### src/hdl/lco_pkg.sv
// shared constants and types of the label colour overlay
package lco_pkg;

    // field widths
    localparam int LABEL_BITS     = 16;
    localparam int INTEN_BITS     = 8;
    localparam int CHAN_BITS      = 8;
    localparam int WEIGHT_BITS    = 9;
    localparam int CFG_INDEX_BITS = 2;
    localparam int CFG_DATA_BITS  = 9;
    localparam int NUM_CHAN       = 3;

    // label times pi keeps its low 32 bits
    localparam int FRAC_BITS = 32;
    localparam int PROD_BITS = LABEL_BITS + FRAC_BITS;

    // fraction part of pi with 32 fraction bits
    localparam logic [FRAC_BITS-1:0] PI_FRAC = 32'h243F_6A88;

    // one in q0.24, held in 25 bits
    localparam logic [24:0] ONE_Q24 = 25'h100_0000;

    // blend weight reset value and upper limit
    localparam logic [WEIGHT_BITS-1:0] WEIGHT_RESET = 9'd192;
    localparam logic [WEIGHT_BITS-1:0] WEIGHT_MAX   = 9'd256;

    // reciprocal of 255 for 16-bit dividends, shift 23
    localparam logic [32:0] RECIP_255 = 33'h0_0000_8081;

    // channel lanes
    localparam int CH_RED   = 0;
    localparam int CH_GREEN = 1;
    localparam int CH_BLUE  = 2;

    typedef logic [CFG_INDEX_BITS-1:0] cfg_index_t;
    typedef logic [CFG_DATA_BITS-1:0]  cfg_data_t;
    typedef logic [NUM_CHAN-1:0][CHAN_BITS-1:0] rgb_t;

    // configuration register indexes
    localparam cfg_index_t REG_DARK_BACKGROUND = 2'd0;
    localparam cfg_index_t REG_BLEND_WEIGHT    = 2'd1;

    // how a pixel gets its colour
    typedef enum logic [1:0] {
        MODE_HSV,
        MODE_WHITE,
        MODE_BLACK
    } colour_mode_t;

    // hue sectors of the hsv wheel
    typedef enum logic [2:0] {
        SECT_RED_YELLOW,
        SECT_YELLOW_GREEN,
        SECT_GREEN_CYAN,
        SECT_CYAN_BLUE,
        SECT_BLUE_MAGENTA,
        SECT_MAGENTA_RED
    } sector_t;

endpackage

### src/hdl/lco_channels.sv
// stream and configuration channel interfaces of the label colour overlay

interface lco_pixel_in_if;
    logic                             valid;
    logic                             ready;
    logic [lco_pkg::INTEN_BITS-1:0]   intensity;
    logic [lco_pkg::LABEL_BITS-1:0]   region_label;

    modport source (output valid, output intensity, output region_label, input ready);
    modport sink   (input valid, input intensity, input region_label, output ready);
endinterface

interface lco_pixel_out_if;
    logic                             valid;
    logic                             ready;
    logic [lco_pkg::CHAN_BITS-1:0]    red;
    logic [lco_pkg::CHAN_BITS-1:0]    green;
    logic [lco_pkg::CHAN_BITS-1:0]    blue;

    modport source (output valid, output red, output green, output blue, input ready);
    modport sink   (input valid, input red, input green, input blue, output ready);
endinterface

interface lco_cfg_if;
    logic                                 valid;
    logic                                 ready;
    logic [lco_pkg::CFG_INDEX_BITS-1:0]   index;
    logic [lco_pkg::CFG_DATA_BITS-1:0]    data;

    modport source (output valid, output index, output data, input ready);
    modport sink   (input valid, input index, input data, output ready);
endinterface

### src/hdl/label_color_overlay.sv
// top level: label colour overlay pipeline
//
// One overlay pixel per input pixel, one pixel a clock sustained while the
// output is not held. Each pixel runs through a seven-stage pipeline (label
// times pi, hue and saturation, hsv products, channel colour, blend factor,
// intensity product, divide by 65280). A result is offered from the stage 7
// register and leaves when pixel_out.ready is high. Every stage has its own
// valid bit and moves up whenever the stage after it is empty or moving, so a
// held output only stops the pipeline once all stages are full;
// pixel_in.ready is that chain of stage enables. Configuration writes are
// taken every cycle (cfg.ready is always high) and should only be made while
// no pixel is in flight; writes to an index beyond blend_weight are dropped.
// A blend weight above 256 acts as 256.
module label_color_overlay (
    input  logic            clk,
    input  logic            rst_n,
    lco_pixel_in_if.sink    pixel_in,
    lco_pixel_out_if.source pixel_out,
    lco_cfg_if.sink         cfg
);
    import lco_pkg::*;

    // configuration registers
    logic                   dark_background_reg;
    logic [WEIGHT_BITS-1:0] blend_weight_reg;

    // stage valid bits and enables, stage 1 to 7
    logic [7:1] valid_reg;
    logic [7:1] stage_en;

    // stage 1: fraction of label times pi
    logic [FRAC_BITS-1:0]   frac1_reg, frac1_next;
    colour_mode_t           mode1_reg, mode1_next;
    logic [INTEN_BITS-1:0]  inten1_reg;

    // stage 2: saturation, sector and fraction in sector
    logic [23:0]            sat2_reg, sat2_next;
    logic [23:0]            f2_reg, f2_next;
    logic [24:0]            omf2_reg, omf2_next;
    sector_t                sect2_reg, sect2_next;
    colour_mode_t           mode2_reg;
    logic [INTEN_BITS-1:0]  inten2_reg;

    // stage 3: hsv products
    logic [23:0]            p3_reg, p3_next;
    logic [23:0]            qh3_reg, qh3_next;
    logic [23:0]            th3_reg, th3_next;
    sector_t                sect3_reg;
    colour_mode_t           mode3_reg;
    logic [INTEN_BITS-1:0]  inten3_reg;

    // stage 4: colour channels
    rgb_t                   colour4_reg, colour4_next;
    logic [INTEN_BITS-1:0]  inten4_reg;

    // stage 5: blend factor per channel
    logic [NUM_CHAN-1:0][15:0] k5_reg, k5_next;
    logic [INTEN_BITS-1:0]     inten5_reg;

    // stage 6: numerator per channel
    logic [NUM_CHAN-1:0][23:0] num6_reg, num6_next;

    // stage 7: output register
    rgb_t                   out7_reg, out7_next;

    // channel value (255 * x) >> 24 for x in q0.24
    function automatic logic [CHAN_BITS-1:0] chan_q24(input logic [24:0] x);
        logic [32:0] y;
        y = {x, 8'b0} - 33'(x);
        return y[31:24];
    endfunction

    // configuration writes
    assign cfg.ready = 1'b1;

    always_ff @(posedge clk or negedge rst_n)
    begin
        if (!rst_n)
        begin
            dark_background_reg <= 1'b0;
            blend_weight_reg    <= WEIGHT_RESET;
        end
        else if (cfg.valid)
        begin
            case (cfg.index)
                REG_DARK_BACKGROUND: dark_background_reg <= cfg.data[0];
                REG_BLEND_WEIGHT:    blend_weight_reg    <= cfg.data[WEIGHT_BITS-1:0];
                default:             ;
            endcase
        end
    end

    // stage enable chain, a stage moves when it is empty or the next one moves
    always_comb
    begin
        stage_en[7] = !valid_reg[7] || pixel_out.ready;
        for (int s = 6; s >= 1; s--)
        begin
            stage_en[s] = !valid_reg[s] || stage_en[s+1];
        end
    end

    assign pixel_in.ready = stage_en[1];

    // valid bits travel with the data
    always_ff @(posedge clk or negedge rst_n)
    begin
        if (!rst_n)
        begin
            valid_reg <= '0;
        end
        else
        begin
            if (stage_en[1])
            begin
                valid_reg[1] <= pixel_in.valid;
            end
            for (int s = 2; s <= 7; s++)
            begin
                if (stage_en[s])
                begin
                    valid_reg[s] <= valid_reg[s-1];
                end
            end
        end
    end

    // stage 1: label times pi, colour mode
    always_comb
    begin
        logic [PROD_BITS-1:0] prod;
        prod       = PROD_BITS'(pixel_in.region_label) * PROD_BITS'(PI_FRAC);
        frac1_next = prod[FRAC_BITS-1:0];
        if (pixel_in.region_label != '0)
        begin
            mode1_next = MODE_HSV;
        end
        else if (dark_background_reg)
        begin
            mode1_next = MODE_BLACK;
        end
        else
        begin
            mode1_next = MODE_WHITE;
        end
    end

    // stage 2: saturation; hue times six splits into sector and fraction
    always_comb
    begin
        logic [23:0] hue;
        logic [31:0] frac4;
        logic [26:0] h6;
        hue        = frac1_reg[31:8];
        frac4      = {frac1_reg[29:0], 2'b00};
        h6         = {1'b0, hue, 2'b00} + {2'b00, hue, 1'b0};
        sat2_next  = {1'b1, frac4[31:9]};
        f2_next    = h6[23:0];
        omf2_next  = ONE_Q24 - {1'b0, h6[23:0]};
        sect2_next = sector_t'(h6[26:24]);
    end

    // stage 3: p, s*f and s*(1-f)
    always_comb
    begin
        logic [47:0] qprod;
        logic [48:0] tprod;
        logic [24:0] pfull;
        qprod    = 48'(sat2_reg) * 48'(f2_reg);
        tprod    = 49'(sat2_reg) * 49'(omf2_reg);
        pfull    = ONE_Q24 - {1'b0, sat2_reg};
        p3_next  = pfull[23:0];
        qh3_next = qprod[47:24];
        th3_next = tprod[47:24];
    end

    // stage 4: channel colours by sector, white and black override
    always_comb
    begin
        logic [CHAN_BITS-1:0] pc, qc, tc, vc;
        pc = chan_q24({1'b0, p3_reg});
        qc = chan_q24(ONE_Q24 - {1'b0, qh3_reg});
        tc = chan_q24(ONE_Q24 - {1'b0, th3_reg});
        vc = '1;
        case (sect3_reg)
            SECT_RED_YELLOW:   colour4_next = {pc, tc, vc};
            SECT_YELLOW_GREEN: colour4_next = {pc, vc, qc};
            SECT_GREEN_CYAN:   colour4_next = {tc, vc, pc};
            SECT_CYAN_BLUE:    colour4_next = {vc, qc, pc};
            SECT_BLUE_MAGENTA: colour4_next = {vc, pc, tc};
            default:           colour4_next = {qc, pc, vc};
        endcase
        case (mode3_reg)
            MODE_WHITE: colour4_next = '1;
            MODE_BLACK: colour4_next = '0;
            default:    ;
        endcase
    end

    // stage 5: k = 255 * (256 - w) + w * c
    always_comb
    begin
        logic [WEIGHT_BITS-1:0] w;
        logic [WEIGHT_BITS-1:0] inv;
        logic [16:0]            base;
        logic [16:0]            ksum;
        w    = (blend_weight_reg > WEIGHT_MAX) ? WEIGHT_MAX : blend_weight_reg;
        inv  = WEIGHT_MAX - w;
        base = {inv, 8'b0} - 17'(inv);
        for (int c = 0; c < NUM_CHAN; c++)
        begin
            ksum       = base + 17'(w) * 17'(colour4_reg[c]);
            k5_next[c] = ksum[15:0];
        end
    end

    // stage 6: numerator = intensity * k
    always_comb
    begin
        for (int c = 0; c < NUM_CHAN; c++)
        begin
            num6_next[c] = 24'(inten5_reg) * 24'(k5_reg[c]);
        end
    end

    // stage 7: divide by 65280 as shift by 8 then reciprocal of 255
    always_comb
    begin
        logic [32:0] quot;
        for (int c = 0; c < NUM_CHAN; c++)
        begin
            quot         = 33'(num6_reg[c][23:8]) * RECIP_255;
            out7_next[c] = quot[30:23];
        end
    end

    // pipeline payload registers
    always_ff @(posedge clk)
    begin
        if (stage_en[1])
        begin
            frac1_reg  <= frac1_next;
            mode1_reg  <= mode1_next;
            inten1_reg <= pixel_in.intensity;
        end
        if (stage_en[2])
        begin
            sat2_reg   <= sat2_next;
            f2_reg     <= f2_next;
            omf2_reg   <= omf2_next;
            sect2_reg  <= sect2_next;
            mode2_reg  <= mode1_reg;
            inten2_reg <= inten1_reg;
        end
        if (stage_en[3])
        begin
            p3_reg     <= p3_next;
            qh3_reg    <= qh3_next;
            th3_reg    <= th3_next;
            sect3_reg  <= sect2_reg;
            mode3_reg  <= mode2_reg;
            inten3_reg <= inten2_reg;
        end
        if (stage_en[4])
        begin
            colour4_reg <= colour4_next;
            inten4_reg  <= inten3_reg;
        end
        if (stage_en[5])
        begin
            k5_reg     <= k5_next;
            inten5_reg <= inten4_reg;
        end
        if (stage_en[6])
        begin
            num6_reg <= num6_next;
        end
        if (stage_en[7])
        begin
            out7_reg <= out7_next;
        end
    end

    // output beat
    assign pixel_out.valid = valid_reg[7];
    assign pixel_out.red   = out7_reg[CH_RED];
    assign pixel_out.green = out7_reg[CH_GREEN];
    assign pixel_out.blue  = out7_reg[CH_BLUE];

endmodule
### src/flat_wrapper.sv
// flat-port wrapper written by rule: the top's interface ports become plain ports
module label_color_overlay_flat import lco_pkg::*;
  (clk, rst_n, pixel_in_valid, pixel_in_intensity, pixel_in_region_label, pixel_in_ready, pixel_out_valid, pixel_out_red, pixel_out_green, pixel_out_blue, pixel_out_ready, cfg_valid, cfg_index, cfg_data, cfg_ready);
  lco_pixel_in_if pixel_in_i ();
  lco_pixel_out_if pixel_out_i ();
  lco_cfg_if cfg_i ();
  input  logic clk;
  input  logic rst_n;
  input wire logic [$bits(pixel_in_i.valid)-1:0] pixel_in_valid;
  input wire logic [$bits(pixel_in_i.intensity)-1:0] pixel_in_intensity;
  input wire logic [$bits(pixel_in_i.region_label)-1:0] pixel_in_region_label;
  output wire logic [$bits(pixel_in_i.ready)-1:0] pixel_in_ready;
  output wire logic [$bits(pixel_out_i.valid)-1:0] pixel_out_valid;
  output wire logic [$bits(pixel_out_i.red)-1:0] pixel_out_red;
  output wire logic [$bits(pixel_out_i.green)-1:0] pixel_out_green;
  output wire logic [$bits(pixel_out_i.blue)-1:0] pixel_out_blue;
  input wire logic [$bits(pixel_out_i.ready)-1:0] pixel_out_ready;
  input wire logic [$bits(cfg_i.valid)-1:0] cfg_valid;
  input wire logic [$bits(cfg_i.index)-1:0] cfg_index;
  input wire logic [$bits(cfg_i.data)-1:0] cfg_data;
  output wire logic [$bits(cfg_i.ready)-1:0] cfg_ready;
  assign pixel_in_i.valid = pixel_in_valid;
  assign pixel_in_i.intensity = pixel_in_intensity;
  assign pixel_in_i.region_label = pixel_in_region_label;
  assign pixel_in_ready = pixel_in_i.ready;
  assign pixel_out_valid = pixel_out_i.valid;
  assign pixel_out_red = pixel_out_i.red;
  assign pixel_out_green = pixel_out_i.green;
  assign pixel_out_blue = pixel_out_i.blue;
  assign pixel_out_i.ready = pixel_out_ready;
  assign cfg_i.valid = cfg_valid;
  assign cfg_i.index = cfg_index;
  assign cfg_i.data = cfg_data;
  assign cfg_ready = cfg_i.ready;
  label_color_overlay u_core (.clk(clk), .rst_n(rst_n), .pixel_in(pixel_in_i), .pixel_out(pixel_out_i), .cfg(cfg_i));
endmodule
### config.mk
export PLATFORM = sky130hd
export DESIGN_NAME = label_color_overlay_flat
export DESIGN_NICKNAME = d
export VERILOG_FILES = /design/src/hdl/lco_pkg.sv /design/src/hdl/lco_channels.sv /design/src/hdl/label_color_overlay.sv /design/src/flat_wrapper.sv
export SDC_FILE = /design/constraint.sdc
export NUM_CORES = 2
export LEC_CHECK = 0
export BUFFER_PORTS_ARGS = -buffer_cell sky130_fd_sc_hd__buf_2
export CORE_ASPECT_RATIO = 1.1
export CORE_UTILIZATION = 25
export DETAILED_ROUTE_END_ITERATION = 8
export PLACE_DENSITY_LB_ADDON = 0.12
export SKIP_CTS_REPAIR_TIMING = 1
export SLEW_MARGIN = 15
export SYNTH_ARGS = -nofsm -noshare
export SYNTH_HDL_FRONTEND = slang
export SYNTH_SLANG_ARGS = --single-unit
### constraint.sdc
create_clock -name clk -period 7.4 [get_ports clk]
set_clock_uncertainty 0.15 [all_clocks]
set_input_delay 1.48 -clock clk [delete_from_list [all_inputs] [get_ports clk]]
set_output_delay 1.48 -clock clk [all_outputs]
set_load 0.02 [all_outputs]
---- After elaboration in Yosys (flattened, before gate mapping) ----
Cells that the tools add are included.
word-level totals
  register bits after elaboration ......... 410
  input port bits ......................... 40
  output and inout bits ................... 27
cells by class
  add/subtract/negate cells ............... 13
  multipliers ............................. 12
  order comparisons ....................... 1
  equal/unequal tests ..................... 7
  muxes and demuxes ....................... 4
  reductions and logical operators ........ 19
operators by type and width
  kind                                                                    count
  24-bit one-hot mux with 5 select lines                                  1
  16-bit by 16-bit multiplier with 31-bit output (second input constant)  3
  25-bit by 24-bit subtractor with 25-bit output (first input constant)   3
  8-bit by 16-bit multiplier with 24-bit output                           3
  32-bit by 25-bit subtractor with 32-bit output                          2
  16-bit adder                                                            3
  24-bit by 24-bit multiplier with 48-bit output                          1
  24-bit by 25-bit multiplier with 48-bit output                          1
  9-bit by 8-bit multiplier with 16-bit output                            3
  24-bit one-hot mux with 2 select lines                                  1
  32-bit by 24-bit subtractor with 32-bit output                          1
  16-bit by 27-bit multiplier with 29-bit output (second input constant)  1
  26-bit by 25-bit adder with 27-bit output                               1
  1-bit by 24-bit subtractor with 24-bit output (first input constant)    1
  16-bit nonzero test                                                     1
  16-bit by 9-bit subtractor with 16-bit output                           1
  9-bit greater-than comparator (second input constant)                   1
  9-bit two-way mux                                                       1
  9-bit subtractor (first input constant)                                 1
  1-bit logical NOT                                                       7
  1-bit logical OR                                                        7
  3-bit by 2-bit equality test with 1-bit output (second input constant)  2
  2-bit by 1-bit equality test with 1-bit output (second input constant)  2
  2-bit AND reduction                                                     2
  other kinds (6)                                                         6

---- Logic depth before layout (Yosys ltp) ----
  word-level depth ........................ 8
  mapped depth ............................ 31
  gate-level depth less buffers ........... 28

---- Worst setup path after synthesis ----
OpenSTA, ideal clock, no wires.
  path type ............................... flip-flop to flip-flop
  start ................................... register u_core.sat2_reg[19]
  end ..................................... register u_core.qh3_reg[21], data pin
  setup time .............................. 0.261 ns
  data arrival time ....................... 7.039 ns
  slack ................................... -0.050 ns
  cell stages (with the launch flop) ...... 27
  period minus slack after synthesis ...... 7.450 ns
  cells stage by stage .................... edfxtp_1 -> clkbuf_1 -> clkbuf_1 -> nand2_1 -> fa_1 -> inv_1 -> fa_1 -> inv_1 -> fa_1 -> inv_1 -> fa_1 -> fa_1 -> fa_1 -> inv_1 -> fa_1 -> inv_1 -> ha_1 -> a21o_1 -> a21oi_1 -> o21ai_0 -> o22ai_1 -> or2_2 -> o21ai_0 -> a21oi_1 -> o21ai_0 -> nor4_1 -> a311o_1
on the way
  cells in the longest elaborated chain, start to end .. 1
RTL lines
  element                                         line                        RTL
  from (decl)                                     label_color_overlay.sv:37   logic [23:0] sat2_reg, sat2_next;
  from (signal assigned)                          label_color_overlay.sv:248  sat2_reg <= sat2_next;
  24-bit by 24-bit multiplier with 48-bit output  label_color_overlay.sv:169  qprod = 48'(sat2_reg) * 48'(f2_reg);
  via u_core.qh3_next[21]                         label_color_overlay.sv:46   logic [23:0] qh3_reg, qh3_next;
  to (signal assigned)                            label_color_overlay.sv:258  qh3_reg <= qh3_next;
  to (decl)                                       label_color_overlay.sv:46
The timed path passes the listed nets, and every way through them passes these cells.
A chain may end at the register's enable or synchronous reset.

---- Worst setup path in the final report ----
  start ................................... register u_core.sat2_reg[1]
  end ..................................... register u_core.th3_reg[23], data pin
on the way
  cells in the longest elaborated chain, start to end .. 1
RTL lines
  element                                         line                        RTL
  24-bit by 25-bit multiplier with 48-bit output  label_color_overlay.sv:170  tprod = 49'(sat2_reg) * 49'(omf2_reg);
  via u_core.th3_next[23]                         label_color_overlay.sv:47   logic [23:0] th3_reg, th3_next;
  to (signal assigned)                            label_color_overlay.sv:259  th3_reg <= th3_next;
  to (decl)                                       label_color_overlay.sv:47
The timed path passes the listed nets, and every way through them passes these cells.

==> flow_metrics.env <==
export IMPL_core_area_mm2=0.3177
export IMPL_arrival_ns=7.71
export IMPL_final_common_cell="inv_1"
export IMPL_clk_pin_slew_ns=0.07
export IMPL_fp_dieH_um=594.8
export IMPL_finalHoldViolCount=0
export IMPL_slew_viol_final=0
export IMPL_cts_tree="built"
export IMPL_synth_seq_cells=378
export IMPL_htree_levels=2
export IMPL_cp_max_fo=10
export IMPL_hold_path_class="register to register"
export IMPL_cts_buffers=60
export IMPL_crit_top_cell="fa_1"
export IMPL_holdPathStages=0
export IMPL_dieArea_mm2=0.3217
export IMPL_cts_num_sinks=378
export IMPL_wl_um=235000
export IMPL_synth_async_reset_ratio=0.04497
export IMPL_vias=55400
export IMPL_io_pin_count=67
export IMPL_yosysUniqueCellTypes=92
export IMPL_root_buffer="clkbuf_16"
export IMPL_numPortBuffers=65
export IMPL_drive_above_1_share=0.09129
export IMPL_first_iter_violations=1918
export IMPL_dp_hpwl_um=203100
export IMPL_post_route_min_period_ns=7.381
export IMPL_finalSetupViolCount=0
export IMPL_regArea_mm2=0.01127
export IMPL_multi_input_area_mm2=0.06087
export IMPL_routed_wl_met3_um=4174
export IMPL_track_usage=0.1488
export IMPL_slowest_delay_ns=0.55
export IMPL_path_depth=27
export IMPL_fmax_mhz=135.5
export IMPL_setup_tns_ns=0
export IMPL_place_gp_congestion=0.8265
export IMPL_r2r_slack_ns=0.02
export IMPL_wl_met1_um=100800
export IMPL_synth_edf_count=361
export IMPL_grt_pass1_vias=62720
export IMPL_fill_cells=33720
export IMPL_cap_violations=0
export IMPL_clk_path_buf_depth=3
export IMPL_drt_pass1_iterations=7
export IMPL_synthCells=8327
export IMPL_final_cell_mix="1855 x inv_1, 1460 x fa_1, 956 x nand2_1"
export IMPL_nNetsFinal=11100
export IMPL_wl_met2_um=124900
export IMPL_synth_net_count=10790
export IMPL_tightest_slew_ns=1.177
export IMPL_cpLargestDelayFamily="adder cells"
export IMPL_cp_start_kind="register"
export IMPL_netlist_area_mm2=0.07987
export IMPL_critPathBufInv=9
export IMPL_rr_worst_depth=27
export IMPL_viasPerCell=4.311
export IMPL_grt_max_degree=70
export IMPL_wl_per_cell_um=18.29
export IMPL_slew_headroom=0.2099
export IMPL_grt_pass1_wl_um=370100
export IMPL_detail_route_antenna_nets=0
export IMPL_avgSynthCellArea_um2=9.592
export IMPL_ys_seq_area_frac=0.1411
export IMPL_area_growth_syn_to_layout_pct=14.34
export IMPL_remaining_drc_errors=0
export IMPL_antenna_found_initial=14
export IMPL_grt_remaining_overflow=0
export IMPL_crit_type="register to register"
export IMPL_initial_core_util=0.2514
export IMPL_fp_dieW_um=540.9
export IMPL_std_cell_rows=217
export IMPL_crit_required_ns=7.72
export IMPL_min_period_over_period=0.9975
export IMPL_top_layer="met4"
export IMPL_crit_path_end_kind="register"
export IMPL_status="finished, final reports clean"
export IMPL_rsz0062_at_grt="true"
export IMPL_yosysWarnings=0
export IMPL_critical_path_slowest_cell="fa_1"
export IMPL_clk_latency_ns=0.75
export IMPL_synth_ff_type="edfxtp_1"
logic make-up (layout without fill, tap and decap cells):
| group | count (synthesis) | in the layout | synth area share |
|---|---|---|---|
| adders and majority gates | 2419 | 2419 | 0.5169 |
| DFF | 378 | 378 | 0.1411 |
| buffers and inverters | 2169 | 2529 | 0.1022 |
| AOI/OAI and AO/OA | 652 | 652 | 0.05323 |
| xor gates and xnor gates | 313 | 313 | 0.03459 |
| muxes | 12 | 12 | 0.001661 |
| and+or+nand+nor | 2383 | 2383 | 0.1502 |
| other | 1 | 5 | 0.00004695 |
final timing paths:
kind | startpoint | to
hold / removal | u_core.mode1_reg[0]$_SDFFCE_PP0P_ | u_core.mode2_reg[0]$_DFFE_PP_
min in group asynchronous | rst_n | u_core.valid_reg[5]$_DFFE_PN0P_
max in group asynchronous | rst_n | u_core.blend_weight_reg[6]$_DFFE_PN1P_
hold reg to reg | u_core.mode1_reg[0]$_SDFFCE_PP0P_ | u_core.mode2_reg[0]$_DFFE_PP_
setup / recovery | u_core.sat2_reg[1]$_DFFE_PP_ | u_core.th3_reg[23]$_DFFE_PP_
setup reg to reg | u_core.sat2_reg[1]$_DFFE_PP_ | u_core.th3_reg[23]$_DFFE_PP_
through the flow:
| stage | hold slack, ns | util | worst slack, ns | instances | instance area, µm² |
|---|---|---|---|---|---|
| after floorplan | 0.2503 | - | 0.07517 | 8327 | 79870 |
| after global placement | 0.2582 | 0.2794 | -0.8768 | 12720 | 88740 |
| after detailed placement | 0.2562 | 0.2794 | -0.7996 | 12720 | 88760 |
| after CTS | 0.2695 | 0.2857 | -0.8788 | 12840 | 90760 |
| after global routing | 0.2691 | 0.2875 | -0.2253 | 12850 | 91320 |
| final | 0.2637 | 0.2875 | 0.01877 | 12850 | 91320 |
synth_stat cells, types with 14 or more instances:
cell | number | area [µm²]
o21a_1 | 37 | 277.8
a31oi_1 | 15 | 93.84
nor4_1 | 24 | 150.1
dfrtp_1 | 15 | 375.4
fa_1 | 1468 | 29390
a211oi_1 | 30 | 225.2
ha_1 | 951 | 11900
nor2_1 | 200 | 750.7
nor2b_1 | 50 | 312.8
inv_1 | 1856 | 6967
xnor2_1 | 222 | 1944
nor3_1 | 76 | 380.4
a21o_1 | 90 | 675.7
and2_1 | 819 | 5124
buf_1 | 30 | 112.6
edfxtp_1 | 361 | 10840
and3_1 | 26 | 162.7
o21ai_1 | 14 | 70.07
o211ai_1 | 16 | 120.1
o31ai_1 | 18 | 135.1
or4_1 | 16 | 120.1
nand2b_1 | 26 | 162.7
nand2_1 | 963 | 3615
o21ai_0 | 117 | 585.6
xor2_1 | 89 | 779.5
nand3_1 | 58 | 290.3
or2_2 | 14 | 87.58
a21oi_1 | 181 | 905.9
clkbuf_1 | 272 | 1021
or3_1 | 22 | 137.6
nand4_1 | 37 | 231.5
final cells by class:
| class | instances | share of cell area |
|---|---|---|
| sequential | 378 | 0.1234 |
| antenna | 4 | 0.0001096 |
| multi-input combinational | 5780 | 0.6665 |
| clock buffer | 70 | 0.01707 |
| clock inverter | 41 | 0.004850 |
| timing repair buffer | 560 | 0.05472 |
| inverter | 1858 | 0.07637 |
| tap | 4161 | 0.05701 |
metal layers:
metal,up-vias,GRT usage
met4,0,0.03106
met5,-,0
met1,28440,0.1805
met2,527,0.2842
met3,198,0.009991
li1,26240,-
Power is left out: the tool's default activity adds up to more than one toggle a clock period on the data nets, which glitch-free logic cannot reach.
